## config.mk

```make
export PLATFORM = sky130hd
export DESIGN_NAME = gwi_ctrl
export DESIGN_NICKNAME = d
export VERILOG_FILES = /design/src/rtl/gwi_pkg.sv /design/src/rtl/gwi_ctrl.sv
export VERILOG_INCLUDE_DIRS = /design/src /design/src/rtl
export SDC_FILE = /design/constraint.sdc
export NUM_CORES = 1
export LEC_CHECK = 0
export ABC_AREA = 1
export BUFFER_PORTS_ARGS = -buffer_cell sky130_fd_sc_hd__buf_2
export CORE_AREA = 10 10 47 49
export DETAILED_ROUTE_END_ITERATION = 16
export DIE_AREA = 0 0 57 59
export PLACE_DENSITY_LB_ADDON = 0.3
export SETUP_SLACK_MARGIN = 0.1
export SLEW_MARGIN = 25
export SYNTH_ARGS = -nofsm -noshare
export SYNTH_HDL_FRONTEND = slang
export SYNTH_SLANG_ARGS = --single-unit
```

## constraint.sdc

```tcl
create_clock -name clk -period 3.38 [get_ports clk]
set_clock_uncertainty 0.2 [all_clocks]
set_input_delay 0.507 -clock clk [delete_from_list [all_inputs] [get_ports clk]]
set_output_delay 0.507 -clock clk [all_outputs]
set_load 0.01 [all_outputs]
```

## src/rtl/assert_macros.svh

```systemverilog
// assertion macros for the gyro window integrator
`ifndef ASSERT_MACROS_SVH
`define ASSERT_MACROS_SVH
// implication checked at every rising edge outside reset
`define ASSERT_IMPL(label, ante, cons, msg) \
	label: assert property (@(posedge clk) disable iff (!arst_n) (ante) |-> (cons)) \
		else $error(msg);
// implication whose consequent is checked in the cycle after the antecedent
`define ASSERT_NEXT(label, ante, cons, msg) \
	label: assert property (@(posedge clk) disable iff (!arst_n) (ante) |=> (cons)) \
		else $error(msg);
`endif

```

## src/rtl/gwi_pkg.sv

```systemverilog
// package of the gyro window integrator: widths, constants and shared types
package gwi_pkg;
	localparam int TIME_W = 48;
	localparam int SPAN_W = 32;
	localparam int RATE_W = 24;
	localparam int ACC_W = 48;
	localparam int SUM_W = 88;
	localparam int RING_DEPTH_DEF = 32;

	typedef struct packed {
		logic store;
		logic load_req;
		logic walk_init;
		logic rd_issue;
		logic step;
		logic load_out_super;
		logic load_out_done;
		logic clear_pending;
	} cmd_t;

	typedef struct packed {
		logic pending;
		logic newest_after;
		logic span_ok;
		logic last_k;
		logic brk;
		logic stop_ok;
		logic win_open;
	} sts_t;
endpackage

```

## src/rtl/gwi_ctrl.sv

```systemverilog
// controller state machine sequencing accept, supersede, walk and result
`include "assert_macros.svh"
module gwi_ctrl (
	input  logic          clk,
	input  logic          arst_n,
	input  logic          in_valid,
	output logic          in_ready,
	input  logic          in_type,
	output logic          out_valid,
	input  logic          out_ready,
	output logic          out_last_q,
	output gwi_pkg::cmd_t cmd,
	input  gwi_pkg::sts_t sts
);
	typedef enum logic [2:0] {
		ST_IDLE, ST_CHECK, ST_OLDEST, ST_WALK, ST_DONE, ST_OUT
	} state_t;

	state_t state_q;
	logic out_vld_q, sup_q;
	logic accept, is_req, raise, raise_last;

	assign out_valid = out_vld_q;
	assign in_ready = state_q == ST_IDLE && !out_vld_q;
	assign accept = in_valid && in_ready;
	assign is_req = in_type;

	always_comb begin
		cmd = '0;
		raise = 1'b0;
		raise_last = 1'b0;
		case (state_q)
			ST_IDLE: begin
				cmd.store = accept && !is_req;
				cmd.load_req = accept && is_req;
				// old request goes to the output registers, shown once the walk is known
				cmd.load_out_super = accept && is_req && sts.pending;
			end
			ST_CHECK: begin
				cmd.walk_init = sts.pending && sts.newest_after && sts.span_ok;
				raise = !cmd.walk_init && sup_q;
				raise_last = 1'b1;
			end
			ST_OLDEST: cmd.rd_issue = 1'b1;
			ST_WALK: begin
				cmd.step = 1'b1;
				cmd.rd_issue = 1'b1;
				cmd.clear_pending = sts.stop_ok && sts.win_open && !sts.brk;
				raise = !cmd.clear_pending && (sts.brk || sts.last_k) && sup_q;
				raise_last = 1'b1;
			end
			ST_DONE: begin
				cmd.load_out_done = !sup_q;
				raise = 1'b1;
				raise_last = !sup_q;
			end
			ST_OUT: begin
				cmd.load_out_done = out_ready;
				raise = out_ready;
				raise_last = 1'b1;
			end
			default: cmd = '0;
		endcase
	end

	always_ff @(posedge clk or negedge arst_n) begin
		if (!arst_n) begin
			state_q <= ST_IDLE;
			out_vld_q <= 1'b0;
			out_last_q <= 1'b0;
			sup_q <= 1'b0;
		end else begin
			out_vld_q <= raise || (out_vld_q && !out_ready);
			if (raise) begin
				out_last_q <= raise_last;
			end
			if (state_q == ST_IDLE) begin
				if (accept) begin
					sup_q <= is_req && sts.pending;
				end
			end else if (raise) begin
				sup_q <= 1'b0;
			end
			case (state_q)
				ST_IDLE: begin
					if (accept) begin
						state_q <= ST_CHECK;
					end
				end
				ST_CHECK: begin
					state_q <= cmd.walk_init ? ST_OLDEST : ST_IDLE;
				end
				ST_OLDEST: state_q <= ST_WALK;
				ST_WALK: begin
					if (cmd.clear_pending) begin
						state_q <= ST_DONE;
					end else if (sts.brk || sts.last_k) begin
						state_q <= ST_IDLE;
					end
				end
				ST_DONE: begin
					state_q <= sup_q ? ST_OUT : ST_IDLE;
				end
				ST_OUT: begin
					if (out_ready) begin
						state_q <= ST_IDLE;
					end
				end
				default: state_q <= ST_IDLE;
			endcase
		end
	end

	`ASSERT_IMPL(a_no_accept_busy, state_q != ST_IDLE, !in_ready, "input taken while busy")
	`ASSERT_NEXT(a_raise_shows, raise, out_valid, "result not presented")
	`ASSERT_NEXT(a_out_held, out_valid && !out_ready, out_valid && $stable(out_last_q), "result dropped while stalled")
	`ASSERT_IMPL(a_walk_out_idle, state_q == ST_WALK, !out_valid, "walk with result waiting")
endmodule

```

==> results of run 1 <==
## power breakdown
part	leakage [nW]	internal [mW]	switching, mW
logic	0.262	0.0917	0.141
clock network	0.0138	0.0402	0.0262
registers	0.0784	0.0994	0.0400
total	0.354	0.231	0.208
## logic make-up (layout without fill, tap and decap cells)
| kind of cell | after synthesis | in the layout | share of synthesized area [%] |
|---|---|---|---|
| compound gates | 6 | 6 | 9.116 |
| flops | 6 | 6 | 33.15 |
| buf+inv | 12 | 38 | 9.946 |
| simple gates | 37 | 37 | 47.79 |
## cell type report
class | count | area, µm²
timing repair buffer | 23 | 120.1
multi-input combinational | 43 | 257.7
sequential | 6 | 150.1
tap | 16 | 20.02
clock buffer | 3 | 22.52
fill | 156 | 785.8
inverter | 12 | 45.04
## layout by cell type (no fill, tap or decap)
cell,Yosys,layout
a21oi_1,1,1
a22oi_1,1,1
a31oi_1,1,1
buf_2,0,22
clkbuf_4,0,3
dfrtp_1,6,6
dlygate4sd3_1,0,1
inv_1,10,10
inv_2,2,2
nand2_1,9,9
nand2_2,5,5
nand2_4,1,1
nand3_1,6,6
nand3_2,1,1
nand3b_1,1,1
nand4_1,2,2
nor2_1,4,4
nor2_2,1,1
nor2_4,3,3
nor3_1,3,3
nor3_2,1,1
o211ai_1,2,2
o31ai_1,1,1
## cell usage after synthesis (all sizes together)
master  count
nor3        4
a31oi       1
nand4       2
o211ai      2
dfrtp       6
a21oi       1
o31ai       1
nor2        8
nand2      15
nand3       7
nand3b      1
a22oi       1
inv        12
## how the worst min path moves through the flow
stage | end | cells after the start | slack, ns | startpoint
global route | out_valid | 2 | 0.32 | out_ready
detailed placement | out_valid | 1 | 0.14 | arst_n
CTS | sup_q | 3 | 0.30 | sts[6]
global placement | out_valid | 1 | 0.14 | arst_n
finish | sup_q | 3 | 0.30 | sts[6]
floorplan | out_last_q | 0 | 0.01 | arst_n
## state kept, by name, indices dropped and copies added, names as in the netlist
register	count
out_last_q	1
out_valid	1
state_q	3
sup_q	1
## stage by stage
| stage | hold slack, ns | utilization (%) | total power, mW | std cells |
|---|---|---|---|---|
| after global placement | 0.1386 | 41.61 | 0.3753 | 99 |
| after floorplan | 0.01141 | - | 0.2986 | 61 |
| after global routing | 0.3221 | 43.93 | 0.4852 | 103 |
| after detailed placement | 0.1395 | 41.61 | 0.3795 | 99 |
| final | 0.3011 | 43.93 | 0.4389 | 103 |
| after CTS | 0.3032 | 43.93 | 0.4480 | 103 |
## critical path: cells and delay by family (launching register included)
family | cells | cell delay [ns]
buffers and inverters | 2 | 0.15
flip-flops | 1 | 0.44
AND/OR/NAND/NOR | 6 | 0.60
## layer usage
metal	vias to the layer above	wire (µm)	global-route usage [%]
met4	0	0	1.007
met5	-	0	0
li1	254	-	-
met3	0	108	4.506
met2	18	559	11.94
met1	217	592	8.905
## what timing repair did
item | 4_1_cts | 5_1_grt
resized for setup | 0 | 0
hold buffers | 1 | 0
endpoints found under the hold margin | 6 | 0
==> impl_metrics.ini, run 1 <==
[outcome]
status = complete, no violations

[synth]
synth_nets = 73
synth_top_area_share_pct = 33.15
syn_area_um2 = 452.9
synth-seq-cells = 6
yosys_warnings = 0
yosysUniqueCellTypes = 20
avgSynthCellArea_um2 = 7.425
syn_inst = 61
yosysSeqAreaShare_pct = 33.15
synth_area_leaders = dfrtp_1, inv_1, nand2_1
synth_largest_area_cell = dfrtp_1

[timing]
worst_pin_slew_ns = 0.3282
slew_viol_final = 0
fin_ws_ns = 1.225
rsz0062_at_grt = no
hold_violations = 0
period_minus_slack_ns = 2.155
setup_viol = 0
fin_crit_sh_pct = 63.74
fin_tns_setup_ns = 0
fmax_mhz = 464.1
slew-limit-headroom_pct = 78.02

[clock_network]
clk_pin_slew_ns = 0.05
cts_buffers = 3
cts_root_buffer = clkbuf_4
ctsLongestPathBuffers = 2
clock_latency_ns = 0.25
cts_tree = built
cts_setup_buffers = 0
cts_sinks = 6
ctsHtreeMaxLevel = 1

[grt]
first_global_vias = 522
grt_antenna_before_repair = 0
overflow = 0
grt_pass1_wl_mm = 2.125
grt.total_usage_pct = 7.599
grt_max_degree = 8

[floorplanning]
initial_utilization_pct = 32.32
io_pins = 23
die_w_um = 57
fp.coreArea_um2 = 1401
std_cell_rows = 14
die_h_um = 59
dieArea_um2 = 3363

[critical_path]
r2r-start = state_q[2]
crit_start = state_q[1]
r2r-end = state_q[1]
crit_fanout = 6
worst_ep_required_time_ns = 2.67
cpPeakStageDelay_ns = 0.44
reg2reg_slack_ns = 2.01
cp_slowest_cell = dfrtp_1
path_class = reg2out
crit_chain = nor2_1, nand2_2, nor2_4, nand2_4, nor2_4, nand2_2, inv_1, buf_2
startpoint_type = register
arrival_ns = 1.45
crit_end = cmd[2]
end_kind = output pin
r2r_cells = 5

[cells_and_area]
nets = 101
area_growth_pct = 35.91
drive_gt1_share_pct = 44.83
final_area_um2 = 615.6
diodes = 0

[drt]
route.detailed.drc = 0
drt_iter0_drc = 5
num_vias = 489
wl_per_cell_um = 12.23
ant_nets = 0
vias_per_cell = 4.748
first_pass_iters = 3
routed_wl_mm = 1.260

[pwr]
vdd_drop_max_v = 0.0004630
total_leakage_power_nw = 0.3539
p_per_area_nw_per_um2 = 713.0

[placement]
placed_cell_area_um2 = 583.1
place_congestion = 0.8010
portBuffers = 22
post-place-ws_ns = 1.469
place_hpwl_mm = 1.128

[min_path]
hp-class = in2reg

[run]
maxCapViolCount = 0
(Power assumes the default switching activity.)
==> run 2, diff against run 1 <==
==> constraint.sdc (replaced) <==
create_clock -name clk -period 2.23 [get_ports clk]
set_clock_uncertainty 0.2 [all_clocks]
set_input_delay 0.3345 -clock clk [delete_from_list [all_inputs] [get_ports clk]]
set_output_delay 0.3345 -clock clk [all_outputs]
set_load 0.01 [all_outputs]
==> run 2 against run 1 <==
  * Sequential power increased by 52%
  * Final area unchanged
  * Power increased by 51%
  * Flip-flop and latch count unchanged
  * Global-route usage decreased by 0.34 points
  * Hold slack got worse by 0.18 ns
  * First-iteration DRC count increased by 140%
  * Combinational power increased by 51%
  * Largest cell class unchanged
  * Largest power group unchanged
==> impl_metrics.ini, run 2 (same netlist as run 1, synthesis figures left out) <==
[placement]
dp_cells = 99
place_congestion = 0.8360
place_hpwl_mm = 1.114
portBuffers = 22
post-place-ws_ns = 0.4881
placed_cell_area_um2 = 583.1

[pwr]
power.total_mw = 0.6611
p_per_area_nw_per_um2 = 1074
vdd_drop_max_v = 0.0005680
total_leakage_power_nw = 0.3539

[critical_path]
r2r-start = state_q[1]
crit_cells = 8
r2r_cells = 7
cp_slowest_cell = dfrtp_1
cpPeakStageDelay_ns = 0.44
r2r-end = sup_q
path_class = reg2out
crit_start = state_q[1]
crit_fanout = 6
startpoint_type = register
reg2reg_slack_ns = 0.86
cp_num_buf_inv = 2
worst_ep_required_time_ns = 1.70
arrival_ns = 1.45
critical-path-top-delay-family = simple AND/OR/NAND/NOR gates
crit_end = cmd[2]
crit_chain = nor2_1, nand2_2, nor2_4, nand2_4, nor2_4, nand2_2, inv_1, buf_2
end_kind = output pin

[cells_and_area]
largest_reg_flops = 3
final_cell_mix = buf_2, inv_1, nand2_1
final_area_um2 = 615.6
area_growth_pct = 35.91
final_cells = 103
nets = 101
diodes = 0
drive_gt1_share_pct = 44.83
top_register = state_q
final_common_cell = buf_2

[drt]
drt_iter0_drc = 12
routed_wl_mm = 1.265
wl_per_cell_um = 12.28
first_pass_iters = 4
num_vias = 464
route.detailed.drc = 0
vias_per_cell = 4.505
ant_nets = 0

[clock_network]
cts_buffers = 3
ctsLongestPathBuffers = 2
cts_tree = built
cts_sinks = 6
clk_pin_slew_ns = 0.05
clock_latency_ns = 0.24
cts_setup_buffers = 0
cts_root_buffer = clkbuf_4
ctsHtreeMaxLevel = 1

[timing]
fin_crit_sh_pct = 89.03
setup_viol = 0
slew_viol_final = 0
fmax_mhz = 503.7
worst_pin_slew_ns = 0.3377
fin_ws_ns = 0.2446
fin_tns_setup_ns = 0
hold_violations = 0
slew-limit-headroom_pct = 77.39
period_minus_slack_ns = 1.985
rsz0062_at_grt = no

[outcome]
status = complete, no violations

[floorplanning]
die_w_um = 57
dieArea_um2 = 3363
fp.coreArea_um2 = 1401
io_pins = 23
die_h_um = 59
std_cell_rows = 14
initial_utilization_pct = 32.32

[run]
maxCapViolCount = 0

[grt]
first_global_vias = 488
grt_antenna_before_repair = 0
grt_max_degree = 8
overflow = 0
grt_pass1_wl_mm = 1.980
grt.total_usage_pct = 7.258

[min_path]
hp-class = in2reg
==> run 2: area by class of cell <==
class                           instances  area (µm²)
Clock buffer                            3       22.52
Fill cell                             152       785.8
Inverter                               12       45.04
Multi-Input combinational cell         43       257.7
Sequential cell                         6       150.1
Tap cell                               16       20.02
Timing Repair Buffer                   23       120.1
==> run 2: how the worst min path moves through the flow <==
stage          slack [ns]    from          to  cells past startpoint
6_report             0.12  sts[6]       sup_q                      3
5_1_grt              0.15  sts[6]       sup_q                      3
4_1_cts              0.12  sts[6]       sup_q                      3
3_5_place_dp        -0.03  arst_n   out_valid                      1
3_3_place_gp        -0.03  arst_n   out_valid                      1
2_1_floorplan       -0.16  arst_n  out_last_q                      0
==> run 2: metrics by stage <==
| stage | hold slack, ns | utilization [%] |
|---|---|---|
| 2_1_floorplan | -0.1611 | - |
| 3_3_place_gp | -0.03265 | 41.61 |
| 3_5_place_dp | -0.03051 | 41.61 |
| 4_1_cts | 0.1155 | 43.93 |
| 5_1_grt | 0.1457 | 43.93 |
| 6_report | 0.1217 | 43.93 |
==> run 2: metal layers <==
| layer | track usage (%) | share of wire (%) | routed length, µm | vias up |
|---|---|---|---|---|
| li1 | - | - | - | 257 |
| met1 | 7.720 | 44 | 553 | 189 |
| met2 | 11.63 | 44 | 552 | 18 |
| met3 | 6.009 | 13 | 159 | 0 |
| met4 | 0 | 0 | 0 | 0 |
| met5 | 0 | 0 | 0 | - |
==> run 2: worst min-delay path: cells and delay by family <==
kind,cells,cell delay (ns)
AND/OR/NAND/NOR,2,0.10
buffers and inverters,1,0.09
==> run 2: repair_timing <==
action | in CTS | in global routing
endpoints found under the hold margin | 6 | 0
hold buffers | 1 | 0
resized for setup | 0 | 0
==> run 2: power by group <==
| part | internal (mW) | leakage, nW | switching (mW) | total (mW) |
|---|---|---|---|---|
| Combinational | 0.139 | 0.262 | 0.213 | 0.352 |
| Clock | 0.0608 | 0.0138 | 0.0377 | 0.0984 |
| Sequential | 0.151 | 0.0784 | 0.0601 | 0.211 |
==> run 3, diff against run 2 <==
--- a/config.mk
+++ b/config.mk
@@ -8,6 +8,7 @@
 export LEC_CHECK = 0
 export ABC_AREA = 1
 export BUFFER_PORTS_ARGS = -buffer_cell sky130_fd_sc_hd__buf_2
+export CAP_MARGIN = 20
 export CORE_AREA = 10 10 47 49
 export DETAILED_ROUTE_END_ITERATION = 16
 export DIE_AREA = 0 0 57 59
==> constraint.sdc (replaced) <==
create_clock -name clk -period 2.17 [get_ports clk]
set_clock_uncertainty 0.2 [all_clocks]
set_input_delay 0.5425 -clock clk [delete_from_list [all_inputs] [get_ports clk]]
set_output_delay 0.5425 -clock clk [all_outputs]
set_load 0.01 [all_outputs]
==> run 3 against run 2 <==
  * The flow now finishes with violations (negative setup slack)
  * Wire length increased by 23%
  * Core utilization grew 7.9 points
  * Global-route usage is 1.7 points higher
  * Setup slack worse by 0.27 ns
  * Combinational power increased by 61%
  * Sequential share of layout area is 3.5 points lower
  * Power grew 34%
  * Final area rose by 18%
  * Register-to-register slack worse by 0.18 ns
  * Via count grew 15%
  * First-iteration DRC count unchanged
  * Largest power group unchanged
==> impl_metrics.ini, run 3 (same netlist as run 1, synthesis figures left out) <==
[outcome]
status = complete, but fails checks
violations = negative setup slack

[timing]
rsz0062_at_grt = yes
holdWs_ns = 0.3178
slew-limit-headroom_pct = 78.05
slew_viol_final = 0
worst_pin_slew_ns = 0.3278
hold_violations = 0
setup_viol = 1
fin_ws_ns = -0.02259
fin_crit_sh_pct = 101.0
period_minus_slack_ns = 2.193
fmax_mhz = 456.1

[floorplanning]
fp.coreArea_um2 = 1401
die_h_um = 59
io_pins = 23
die_w_um = 57
dieArea_um2 = 3363
initial_utilization_pct = 32.32
std_cell_rows = 14

[drt]
first_pass_iters = 4
route.detailed.drc = 0
drt_iter0_drc = 12
wl_per_cell_um = 13.88
num_vias = 535
vias_per_cell = 4.777
ant_nets = 0
routed_wl_mm = 1.555

[pwr]
total_leakage_power_nw = 0.3987
p_per_area_nw_per_um2 = 1224
vdd_drop_max_v = 0.0006081
power.total_mw = 0.8879

[grt]
grt.total_usage_pct = 8.909
grt_pass1_wl_mm = 2.366
first_global_vias = 549
overflow = 0
grt_max_degree = 7
grt_antenna_before_repair = 0

[clock_network]
ctsLongestPathBuffers = 2
cts_tree = built
ctsHtreeMaxLevel = 1
cts_sinks = 6
clk_pin_slew_ns = 0.05
cts_root_buffer = clkbuf_4
clock_latency_ns = 0.25
cts_buffers = 3

[min_path]
hp-class = reg2reg
min_from = out_last_q
worstHoldPathCells = 2
hold_path_end = out_last_q

[critical_path]
startpoint_type = register
reg2reg_slack_ns = 0.68
arrival_ns = 1.45
r2r-start = state_q[0]
cp_slowest_cell = dfrtp_2
path_class = reg2out
worst_ep_required_time_ns = 1.43
r2r_cells = 8
crit_chain = nor2_4, nand2_2, nor2_4, nand2_4, nor2_4, nand2_2, inv_2, buf_6
crit_top_cell = nor2_4
crit_start = state_q[0]
end_kind = output pin
crit_fanout = 5
cpPeakStageDelay_ns = 0.45
r2r-end = sup_q

[cells_and_area]
area_growth_pct = 60.22
drive_gt1_share_pct = 55.21
nets = 110
diodes = 0
final_common_cell = buf_2
top_register = state_q
largest_reg_flops = 3
final_area_um2 = 725.7
n_fill_cell = 145
final_cell_mix = buf_2, nand2_1, inv_1, buf_4, nand3_1

[placement]
portBuffers = 22
place_hpwl_mm = 1.091
placed_cell_area_um2 = 598.1
place_congestion = 0.9009

[run]
maxCapViolCount = 0
[run 3: cell types whose count changed in the layout (fill, tap and decap cells not counted), sizes merged]
cell	previous run	this run
buf	22	31
[run 3: metrics by stage]
stage / util [%] / instances / setup TNS [ns] / setup slack (ns)
2_1_floorplan: - / 61 / 0 / 0.2719
3_5_place_dp: 42.68 / 101 / 0 / 0.2128
5_1_grt: 51.79 / 112 / -0.1177 / -0.08920
3_3_place_gp: 42.68 / 101 / 0 / 0.2463
6_report: 51.79 / 112 / -0.02259 / -0.02259
4_1_cts: 47.77 / 107 / 0 / 0.05823
[run 3: repair_timing]
| item | in CTS | in global routing |
|---|---|---|
| setup buffers | 2 | 5 |
| resized for setup | 6 | 5 |
| pin swaps | 1 | 4 |
| hold buffers | 1 | 0 |
| endpoints found under the hold margin | 6 | 0 |
| endpoints found under the setup margin | 4 | 6 |
[run 3: final cells by class]
type                       instances  area (µm²)  share of cell area [%]
clock buffer                       3       22.52                   3.103
inverter                          12       45.04                   6.207
multi-input combinational         43       286.5                   39.48
sequential                         6       151.4                   20.86
tap                               16       20.02                   2.759
timing repair buffer              32       200.2                   27.59
[run 3: how the worst max path moves through the flow]
stage	cells after the start	endpoint	slack [ns]
5_1_grt	8	cmd[2]	-0.09
6_report	8	cmd[2]	-0.02
3_3_place_gp	5	cmd[0]	0.25
3_5_place_dp	5	cmd[0]	0.21
2_1_floorplan	7	cmd[2]	0.27
4_1_cts	8	cmd[2]	0.06
[run 3: per-layer routing]
metal | up-vias | GRT usage, % | routed length [µm]
met3 | 2 | 6.438 | 144
met5 | - | 0 | 0
li1 | 274 | - | -
met2 | 20 | 13.64 | 769
met4 | 0 | 3.356 | 6
met1 | 239 | 9.288 | 633
[run 3: critical path: cells and delay by family, from the launching register on]
family                 cells  cell delay [ns]
DFF                        1             0.45
buffers and inverters      2             0.17
and+or+nand+nor            6             0.57
[run 3: power by group]
group	internal, mW	total, mW	leakage [nW]	switching [mW]
registers	0.157	0.215	0.0773	0.0584
logic	0.268	0.565	0.308	0.297
clock network	0.0629	0.108	0.0138	0.0447
